[src/design/ecgrpd_pkg.sv]
// ecgrpd_pkg: constants, register indexes and shared types for the R-peak detector.
// No dependencies; imported by every module of the block.
package ecgrpd_pkg;

  // Configuration port
  localparam int CFG_INDEX_W = 3;
  localparam int CFG_DATA_W  = 16;

  localparam logic [CFG_INDEX_W-1:0] REG_SAMPLE_RATE    = 3'd0;
  localparam logic [CFG_INDEX_W-1:0] REG_BLIND_SAMPLES  = 3'd1;
  localparam logic [CFG_INDEX_W-1:0] REG_LOW_DETECT     = 3'd2;
  localparam logic [CFG_INDEX_W-1:0] REG_INIT_THRESHOLD = 3'd3;
  localparam logic [CFG_INDEX_W-1:0] REG_INIT_MEAN      = 3'd4;

  // Register reset values
  localparam logic [CFG_DATA_W-1:0] RST_SAMPLE_RATE   = 16'd500;
  localparam logic [CFG_DATA_W-1:0] RST_BLIND_SAMPLES = 16'd100;
  localparam logic [CFG_DATA_W-1:0] RST_LOW_DETECT    = 16'd50;
  localparam int                    INIT_THRESHOLD    = 1800;
  localparam int                    INIT_MEAN         = 1800;

  // Q0.16 blend coefficients, truncated toward zero
  localparam int COEF_W = 16;
  localparam logic [COEF_W-1:0] COEF_080 = 16'd52428;
  localparam logic [COEF_W-1:0] COEF_065 = 16'd42598;
  localparam logic [COEF_W-1:0] COEF_030 = 16'd19660;
  localparam logic [COEF_W-1:0] COEF_020 = 16'd13107;

  // Tick counter and deadline width (wrap-around compare)
  localparam int TICK_W = 32;

  // Phase codes
  localparam logic [1:0] PH_BLIND = 2'd0;
  localparam logic [1:0] PH_LOW   = 2'd1;
  localparam logic [1:0] PH_DECAY = 2'd2;

  localparam int BEAT_W = 16;

  typedef struct packed {
    logic [CFG_DATA_W-1:0] sample_rate;
    logic [CFG_DATA_W-1:0] blind_samples;
    logic [CFG_DATA_W-1:0] low_detect_samples;
  } cfg_t;

endpackage

[src/design/ecgrpd_window.sv]
// ecgrpd_window: five-sample delay line, warm-up count and block-mean accumulator.
// Depends on ecgrpd_pkg.
module ecgrpd_window #(
  parameter int WINDOW      = 256,
  parameter int SAMPLE_BITS = 12
) (
  input  logic                   clk,
  input  logic                   rst,
  input  logic                   step,
  input  logic [SAMPLE_BITS-1:0] sample_in,
  output logic                   judge,
  output logic [SAMPLE_BITS-1:0] x,
  output logic [SAMPLE_BITS-1:0] xm2,
  output logic [SAMPLE_BITS-1:0] xm1,
  output logic [SAMPLE_BITS-1:0] xp1,
  output logic [SAMPLE_BITS-1:0] xp2,
  output logic [SAMPLE_BITS-1:0] mean,
  output logic [SAMPLE_BITS-1:0] mean_next
);
  import ecgrpd_pkg::*;

  localparam int FILL_W = $clog2(WINDOW);
  localparam int SHIFT  = $clog2(WINDOW + 1) - 1;
  localparam int SUM_W  = SAMPLE_BITS + FILL_W;
  localparam logic [FILL_W-1:0] FILL_LAST = FILL_W'(WINDOW - 1);

  logic [SAMPLE_BITS-1:0] taps [4];
  logic [1:0]             warmup_count;
  logic [SUM_W-1:0]       window_sum;
  logic [SUM_W-1:0]       sum_add;
  logic [SUM_W-1:0]       sum_shifted;
  logic [FILL_W-1:0]      window_fill;
  logic                   fill_last;

  assign xp2   = sample_in;
  assign xp1   = taps[0];
  assign x     = taps[1];
  assign xm1   = taps[2];
  assign xm2   = taps[3];
  assign judge = step && (warmup_count == 2'd2);

  assign sum_add     = window_sum + SUM_W'(x);
  assign sum_shifted = sum_add >> SHIFT;
  assign fill_last   = (window_fill == FILL_LAST);

  always_comb begin
    mean_next = mean;
    if (judge && fill_last) begin
      if (|sum_shifted[SUM_W-1:SAMPLE_BITS]) begin
        mean_next = '1;
      end else begin
        mean_next = sum_shifted[SAMPLE_BITS-1:0];
      end
    end
  end

  always_ff @(posedge clk) begin
    if (rst) begin
      taps         <= '{default: '0};
      warmup_count <= '0;
      window_sum   <= '0;
      window_fill  <= '0;
      mean         <= SAMPLE_BITS'(INIT_MEAN);
    end else if (step) begin
      taps[0] <= sample_in;
      taps[1] <= taps[0];
      taps[2] <= taps[1];
      taps[3] <= taps[2];
      if (!judge) begin
        warmup_count <= warmup_count + 2'd1;
      end else begin
        mean <= mean_next;
        if (fill_last) begin
          window_sum  <= '0;
          window_fill <= '0;
        end else begin
          window_sum  <= sum_add;
          window_fill <= window_fill + FILL_W'(1);
        end
      end
    end
  end

endmodule

[src/design/ecgrpd_thresh.sv]
// ecgrpd_thresh: peak decision, tick deadline phase machine and threshold blend.
// Depends on ecgrpd_pkg.
module ecgrpd_thresh #(
  parameter int SAMPLE_BITS = 12
) (
  input  logic                          clk,
  input  logic                          rst,
  input  logic                          judge,
  input  logic [SAMPLE_BITS-1:0]        x,
  input  logic [SAMPLE_BITS-1:0]        xm2,
  input  logic [SAMPLE_BITS-1:0]        xm1,
  input  logic [SAMPLE_BITS-1:0]        xp1,
  input  logic [SAMPLE_BITS-1:0]        xp2,
  input  logic [SAMPLE_BITS-1:0]        mean,
  input  ecgrpd_pkg::cfg_t              cfg,
  output logic                          is_peak,
  output logic signed [SAMPLE_BITS+1:0] thr_next,
  output logic [ecgrpd_pkg::BEAT_W-1:0] beats_next,
  output logic [1:0]                    phase_next
);
  import ecgrpd_pkg::*;

  localparam int TH_W = SAMPLE_BITS + 2;
  localparam int PR_W = SAMPLE_BITS + COEF_W + 2;

  logic signed [TH_W-1:0]   thr;
  logic [BEAT_W-1:0]        beats;
  logic [1:0]               phase;
  logic                     in_blind;
  logic                     blind_next;
  logic [SAMPLE_BITS-1:0]   last_peak;
  logic [TICK_W-1:0]        tick;
  logic [TICK_W-1:0]        tick_inc;
  logic [TICK_W-1:0]        since_dl;
  logic [TICK_W-1:0]        deadline;
  logic [TICK_W-1:0]        dl_next;
  logic                     reached;
  logic                     thr_upd;
  logic [COEF_W-1:0]        coef;
  logic [SAMPLE_BITS-1:0]   peak_val;
  logic signed [SAMPLE_BITS:0] diff;
  logic signed [PR_W-1:0]   prod;
  logic signed [PR_W-1:0]   total;
  logic signed [TH_W-1:0]   thr_blend;

  assign tick_inc = tick + TICK_W'(1);
  assign since_dl = tick_inc - deadline;
  assign reached  = ~since_dl[TICK_W-1];

  assign is_peak = judge && ($signed({2'b00, x}) >= thr) && (x > xm1) && (x > xm2) &&
                   (x > xp1) && (x > xp2) && !in_blind;

  // Blend: mean + coef * (peak - mean), floored; result lies between mean and peak
  assign peak_val  = is_peak ? x : last_peak;
  assign diff      = $signed({1'b0, peak_val}) - $signed({1'b0, mean});
  assign prod      = diff * $signed({1'b0, coef});
  assign total     = $signed({2'b00, mean, COEF_W'(0)}) + prod;
  assign thr_blend = $signed({2'b00, total[SAMPLE_BITS+COEF_W-1:COEF_W]});

  always_comb begin
    dl_next    = deadline;
    phase_next = phase;
    blind_next = in_blind;
    beats_next = beats;
    thr_upd    = 1'b0;
    coef       = COEF_080;
    if (is_peak) begin
      beats_next = beats + BEAT_W'(1);
      thr_upd    = 1'b1;
      // zero blind interval: deadline already reached, drop straight to the low phase
      if (cfg.blind_samples == '0) begin
        coef       = COEF_065;
        phase_next = PH_LOW;
        blind_next = 1'b0;
        dl_next    = tick_inc + TICK_W'(cfg.low_detect_samples);
      end else begin
        phase_next = PH_BLIND;
        blind_next = 1'b1;
        dl_next    = tick_inc + TICK_W'(cfg.blind_samples);
      end
    end else if (judge && reached) begin
      case (phase)
        PH_BLIND: begin
          if (in_blind) begin
            coef       = COEF_065;
            thr_upd    = 1'b1;
            phase_next = PH_LOW;
            blind_next = 1'b0;
            dl_next    = deadline + TICK_W'(cfg.low_detect_samples);
          end
        end
        PH_LOW: begin
          if (!in_blind) begin
            coef       = COEF_030;
            thr_upd    = 1'b1;
            phase_next = PH_DECAY;
            dl_next    = deadline + TICK_W'(cfg.sample_rate);
          end
        end
        default: begin
          if (!in_blind) begin
            coef    = COEF_020;
            thr_upd = 1'b1;
            dl_next = deadline + TICK_W'(cfg.sample_rate[CFG_DATA_W-1:1]);
          end
        end
      endcase
    end
  end

  assign thr_next = thr_upd ? thr_blend : thr;

  always_ff @(posedge clk) begin
    if (rst) begin
      thr       <= $signed(TH_W'(INIT_THRESHOLD));
      beats     <= '0;
      phase     <= PH_BLIND;
      in_blind  <= 1'b0;
      last_peak <= '0;
      tick      <= '0;
      deadline  <= '0;
    end else if (judge) begin
      thr      <= thr_next;
      beats    <= beats_next;
      phase    <= phase_next;
      in_blind <= blind_next;
      tick     <= tick_inc;
      deadline <= dl_next;
      if (is_peak) begin
        last_peak <= x;
      end
    end
  end

endmodule

[src/design/ecg_r_peak_decaying_threshold.sv]
// ecg_r_peak_decaying_threshold: top level of the ECG R-peak detector.
// Depends on ecgrpd_pkg, ecgrpd_window and ecgrpd_thresh.
//
// Usage
//   Input channel (in_valid/in_ready, sample): one converter sample per transfer.
//   Output channel (out_valid/out_ready): exactly one result per input sample,
//   judging the sample two inputs back. The first two results after reset carry
//   sample_valid = 0 and show the untouched detector state.
//   Config channel (cfg_valid/cfg_ready, cfg_index, cfg_data): always ready;
//   write only while no sample is in flight. Indexes 3 and 4 (initial threshold
//   and mean) are reloaded from their defaults by reset, so writes to them have
//   no lasting effect; indexes above 4 are ignored.
// Timing
//   Two register stages: input register, then the result register. out_valid
//   rises once the sample has passed the input register into the result
//   register. Throughput is one sample per cycle unless out_ready stalls the
//   result; all detector state updates together on each step, the critical path
//   being the peak compare, coefficient select, the 13x17 blend multiply and its add.
// Stall
//   A stalled result holds; the input register still takes one more sample, and
//   in_ready drops only when both stages are full and out_ready is low.
// Reset
//   Synchronous, active high: config to defaults, threshold and mean to 1800,
//   counters, phase and the delay line cleared, both stages emptied.
module ecg_r_peak_decaying_threshold #(
  parameter int WINDOW      = 256,
  parameter int SAMPLE_BITS = 12
) (
  input  logic                                clk,
  input  logic                                rst,
  input  logic                                in_valid,
  output logic                                in_ready,
  input  logic [SAMPLE_BITS-1:0]              sample,
  output logic                                out_valid,
  input  logic                                out_ready,
  output logic                                sample_valid,
  output logic                                is_peak,
  output logic signed [SAMPLE_BITS+1:0]       threshold,
  output logic [ecgrpd_pkg::BEAT_W-1:0]       beat_count,
  output logic [1:0]                          phase,
  output logic [SAMPLE_BITS-1:0]              window_mean,
  input  logic                                cfg_valid,
  output logic                                cfg_ready,
  input  logic [ecgrpd_pkg::CFG_INDEX_W-1:0]  cfg_index,
  input  logic [ecgrpd_pkg::CFG_DATA_W-1:0]   cfg_data
);
  import ecgrpd_pkg::*;

  localparam int TH_W = SAMPLE_BITS + 2;

  cfg_t cfg;

  // input stage
  logic                   s1_valid;
  logic [SAMPLE_BITS-1:0] s1_sample;
  logic                   advance;
  logic                   step;

  // window/detector wiring
  logic                   judge;
  logic [SAMPLE_BITS-1:0] x, xm2, xm1, xp1, xp2;
  logic [SAMPLE_BITS-1:0] mean, mean_next;
  logic                   peak_now;
  logic signed [TH_W-1:0] thr_next;
  logic [BEAT_W-1:0]      beats_next;
  logic [1:0]             phase_next;

  // result register
  logic                   res_valid;
  logic                   res_sample_valid;
  logic                   res_is_peak;
  logic signed [TH_W-1:0] res_threshold;
  logic [BEAT_W-1:0]      res_beats;
  logic [1:0]             res_phase;
  logic [SAMPLE_BITS-1:0] res_mean;

  assign advance  = !res_valid || out_ready;
  assign step     = s1_valid && advance;
  assign in_ready = !s1_valid || advance;

  // Config registers
  assign cfg_ready = 1'b1;

  always_ff @(posedge clk) begin
    if (rst) begin
      cfg.sample_rate        <= RST_SAMPLE_RATE;
      cfg.blind_samples      <= RST_BLIND_SAMPLES;
      cfg.low_detect_samples <= RST_LOW_DETECT;
    end else if (cfg_valid && cfg_ready) begin
      case (cfg_index)
        REG_SAMPLE_RATE:    cfg.sample_rate        <= cfg_data;
        REG_BLIND_SAMPLES:  cfg.blind_samples      <= cfg_data;
        REG_LOW_DETECT:     cfg.low_detect_samples <= cfg_data;
        REG_INIT_THRESHOLD: begin
          // reset value only
        end
        REG_INIT_MEAN: begin
          // reset value only
        end
        default: begin
        end
      endcase
    end
  end

  // Input register
  always_ff @(posedge clk) begin
    if (rst) begin
      s1_valid <= 1'b0;
    end else if (in_ready) begin
      s1_valid <= in_valid;
    end
  end

  always_ff @(posedge clk) begin
    if (in_ready && in_valid) begin
      s1_sample <= sample;
    end
  end

  ecgrpd_window #(
    .WINDOW      (WINDOW),
    .SAMPLE_BITS (SAMPLE_BITS)
  ) u_window (
    .clk       (clk),
    .rst       (rst),
    .step      (step),
    .sample_in (s1_sample),
    .judge     (judge),
    .x         (x),
    .xm2       (xm2),
    .xm1       (xm1),
    .xp1       (xp1),
    .xp2       (xp2),
    .mean      (mean),
    .mean_next (mean_next)
  );

  ecgrpd_thresh #(
    .SAMPLE_BITS (SAMPLE_BITS)
  ) u_thresh (
    .clk        (clk),
    .rst        (rst),
    .judge      (judge),
    .x          (x),
    .xm2        (xm2),
    .xm1        (xm1),
    .xp1        (xp1),
    .xp2        (xp2),
    .mean       (mean),
    .cfg        (cfg),
    .is_peak    (peak_now),
    .thr_next   (thr_next),
    .beats_next (beats_next),
    .phase_next (phase_next)
  );

  // Result register
  always_ff @(posedge clk) begin
    if (rst) begin
      res_valid <= 1'b0;
    end else if (advance) begin
      res_valid <= s1_valid;
    end
  end

  always_ff @(posedge clk) begin
    if (step) begin
      res_sample_valid <= judge;
      res_is_peak      <= peak_now;
      res_threshold    <= thr_next;
      res_beats        <= beats_next;
      res_phase        <= phase_next;
      res_mean         <= mean_next;
    end
  end

  assign out_valid    = res_valid;
  assign sample_valid = res_sample_valid;
  assign is_peak      = res_is_peak;
  assign threshold    = res_threshold;
  assign beat_count   = res_beats;
  assign phase        = res_phase;
  assign window_mean  = res_mean;

  // Checks
  a_peak_needs_valid: assert property (@(posedge clk) disable iff (rst)
    out_valid && is_peak |-> sample_valid)
    else $error("peak flagged on a warm-up result");

  a_peak_phase: assert property (@(posedge clk) disable iff (rst)
    out_valid && is_peak |-> (phase == PH_BLIND || phase == PH_LOW))
    else $error("peak result not in blind or low phase");

  a_thr_nonneg: assert property (@(posedge clk) disable iff (rst)
    out_valid |-> !threshold[TH_W-1])
    else $error("threshold went negative");

  a_ready_when_empty: assert property (@(posedge clk) disable iff (rst)
    !out_valid |-> in_ready)
    else $error("input stalled with empty result stage");

endmodule

[config.mk]
export PLATFORM = sky130hd
export DESIGN_NAME = ecg_r_peak_decaying_threshold
export DESIGN_NICKNAME = d
export VERILOG_FILES = /design/src/design/ecgrpd_pkg.sv /design/src/design/ecgrpd_window.sv /design/src/design/ecgrpd_thresh.sv /design/src/design/ecg_r_peak_decaying_threshold.sv
export SDC_FILE = /design/constraint.sdc
export NUM_CORES = 1
export LEC_CHECK = 0
export BUFFER_PORTS_ARGS = -buffer_cell sky130_fd_sc_hd__buf_2
export CAP_MARGIN = 20
export CORE_MARGIN = 1.5
export CORE_UTILIZATION = 50
export CTS_CLUSTER_DIAMETER = 30
export DETAILED_ROUTE_END_ITERATION = 8
export PLACE_DENSITY_LB_ADDON = 0.3
export SETUP_SLACK_MARGIN = 0.15
export SYNTH_ARGS = -nofsm -noshare
export SYNTH_HDL_FRONTEND = slang
export SYNTH_SLANG_ARGS = --single-unit
[constraint.sdc]
create_clock -name clk -period 13.94 [get_ports clk]
set_input_delay 1.394 -clock clk [delete_from_list [all_inputs] [get_ports clk]]
set_output_delay 1.394 -clock clk [all_outputs]
set_load 0.02 [all_outputs]
==> out/results.ini <==
[pwr]
vdd.ir_drop.worst_mv = 0.0928
pwr-share-seq = 0.325
pwr-share-clk = 0.643
power_density_mw_per_mm2 = 108
switchingPower_uw = 645
switching_share = 0.225
p_comb_frac = 0.032
leakage_uw = 0.0118
p_int_uw = 2220

[hold_path]
min_path_type = flip-flop to flip-flop

[global_route]
antenna_found_initial = 1
grt_max_degree = 90
overflow = 0
grt_pass1_wl_microns = 95100
grt.total_usage = 0.251
grt_pass1_vias = 19000

[cts]
cts_tree = done
clock-sinks = 307
clock_path_buffers = 3
path_clk_slew_ns = 0.05
cts_resized = 0
cts-hold-fix-buffers = 0
cts_root_buffer = clkbuf_16
ctsHtreeMaxLevel = 3
cts_setup_buffers = 0
insertion_delay_ns = 0.61
numCtsBuffers = 76

[yosys]
synth_top_family_by_area = adder cells
yosysUniqueCellTypes = 82
yosysWarnings = 0
synth-seq-cells = 307
syn_inst = 2717
seq_area_frac_synth = 0.294
synthSimpleGateAreaFrac = 0.188
syn_avg_cell_area_sq_um = 8.42
synth_mux_area_frac = 0.0116
ys.flop_type = dfxtp_1
synth_xor_xnor_area_share = 0.0634
synth_edf_count = 58
synth_fa_ha_area_frac = 0.232
synth_area_sq_mm = 0.0229
syn-num-nets = 3104
synth-compound-area-share = 0.139
async_flop_share = 0

[critical_path]
cpMaxStageDelayCell = fa_1
critPathLaunchType = flip-flop
worstPathRequired_ns = 14.43
crit_path_max_incr_delay_ns = 0.56
worstPathArrival_ns = 11.84
crit_path_max_fanout = 60
critPathKind = flip-flop to flip-flop
critPathTopFamily = adder cells
end_kind = flip-flop
crit_buf_inv = 7

[sta]
relSlewSlack = 0.253
min_period_over_period = 0.814
setup_viol = 0
tightest_slew_ns = 1.12
finalHoldViolations = 0
grt_setup_unrepaired = no
finalSetupTns_ns = 0
slew_viol_final = 0
max_freq_mhz = 88.1
finClkSkew_ns = 0.0262
fin_crit_ns = 11.35

[final_layout]
fin_cells = 3460
drive_above_1_share = 0.0906
n_antenna_cell = 0
synthToLayoutAreaGrowth_pct = 15.9
finish.utilization = 0.586
final_common_cell = nand2_1
final_area_sq_mm = 0.0265
layout.nets = 3186
layout_common_cells = nand2_1 (408), inv_1 (333), dfxtp_1 (249)

[floorplanning]
ios = 85
start_util = 0.505
die_h_microns = 217
dieArea_sq_mm = 0.0471
die_w_microns = 217
core_sq_mm = 0.0453
fp-row-count = 78

[detailed_routing]
ant_nets = 0
wl_met3_microns = 2610
drt_iter0_drc = 1186
firstDrtPassIters = 6
finalWirelength_microns = 58800
vias = 19100
via_per_inst = 5.52
wl_met1_microns = 25300
top_layer = met4
dr_wl_met2_microns = 29000
wl_per_cell_microns = 17.0
drc = 0

[placed_design]
placed_cells = 3319
place_congestion = 0.905
placed_area_sq_mm = 0.0238
numPortBuffers = 83
dp.final_hpwl_microns = 43800

[outcome]
status = completed

[run]
maxCapViolations = 0

[sequential cells by signal, summed over array words and instances, names as in the netlist, 8 cells and up]
| register | flops |
|---|---|
| u_thresh.tick | 32 |
| u_thresh.last_peak | 12 |
| u_window.xm2 | 12 |
| u_window.xm1 | 12 |
| beat_count | 16 |
| u_thresh.deadline | 32 |
| s1_sample | 12 |
| u_window.xp1 | 12 |
| cfg | 48 |
| u_window.window_sum | 20 |
| u_window.window_fill | 8 |
| u_window.x | 12 |
| u_thresh.beats | 16 |
| u_thresh.thr | 14 |
| window_mean | 12 |
| threshold | 14 |
| u_window.mean | 12 |
[through the flow]
step / hold slack (ns) / total power [uW] / worst slack, ns
floorplan: 0.436 / 1010 / 3.07
global placement: 0.443 / 1030 / 2.41
detailed placement: 0.446 / 1040 / 2.27
CTS: 0.453 / 2890 / 2.66
global route: 0.465 / 2950 / 1.80
finish: 0.454 / 2870 / 2.59
[cell families (layout without fill, tap and decap cells)]
kind of cell | count (synthesis) | in the layout
AOI/OAI and AO/OA | 508 | 508
other | 1 | 1
DFF | 307 | 307
buffers and inverters | 433 | 576
adders and majority gates | 351 | 351
muxes | 25 | 25
and+or+nand+nor | 928 | 928
xor gates and xnor gates | 164 | 164
[cell type report]
class                      count  area, sq um
clock inverter                46          611
tap                          600          751
multi-input combinational   1977        14500
fill                        4026        18800
sequential                   307         6730
timing repair buffer         102          584
clock buffer                  93         2080
inverter                     335         1260
[synthesized netlist by cell type, types with 51 or more instances]
master,instances,area (sq um)
and2_1,51,319
xor2_1,66,578
a21oi_1,207,1040
dfxtp_1,249,4980
clkbuf_1,72,270
nand2_1,408,1530
inv_1,335,1260
ha_1,229,2870
o21ai_0,81,405
nand3_1,72,360
nor2_1,177,664
xnor2_1,97,850
fa_1,122,2440
edfxtp_1,58,1740
[tightest hold or removal path, cell delays in order, from the launching register on]
cell and delay, ns:
dfxtp_1 0.30, nand2_1 0.05, a21oi_1 0.05
[power by group through the flow]
stage | registers (uW) | clock network (uW) | logic (uW)
CTS | 932 | 1860 | 91.1
detailed placement | 948 | 0 | 89.9
global placement | 947 | 0 | 87.6
global route | 932 | 1920 | 102
floorplan | 950 | 0 | 54.9
finish | 932 | 1840 | 92.0
[per-layer routing]
layer,vias up,track usage
met1,9153,0.312
li1,9353,-
met4,0,0.103
met3,127,0.0344
met5,-,0
met2,471,0.438
[worst paths after layout]
| kind | startpoint | endpoint | slack [ns] | cells after the start |
|---|---|---|---|---|
| worst min register to register | u_window.xm2[2]$_SDFFE_PP0P_ | u_window.xm2[2]$_SDFFE_PP0P_ | 0.45 | 2 |
| worst max register to register | u_window.x[0]$_SDFFE_PP0P_ | u_thresh.thr[11]$_SDFFE_PP0P_ | 2.59 | 43 |
| worst min-delay path | u_window.xm2[2]$_SDFFE_PP0P_ | u_window.xm2[2]$_SDFFE_PP0P_ | 0.45 | 2 |
| worst max-delay path | u_window.x[0]$_SDFFE_PP0P_ | u_thresh.thr[11]$_SDFFE_PP0P_ | 2.59 | 43 |
No activity file was read; power rests on OpenSTA's default activity.
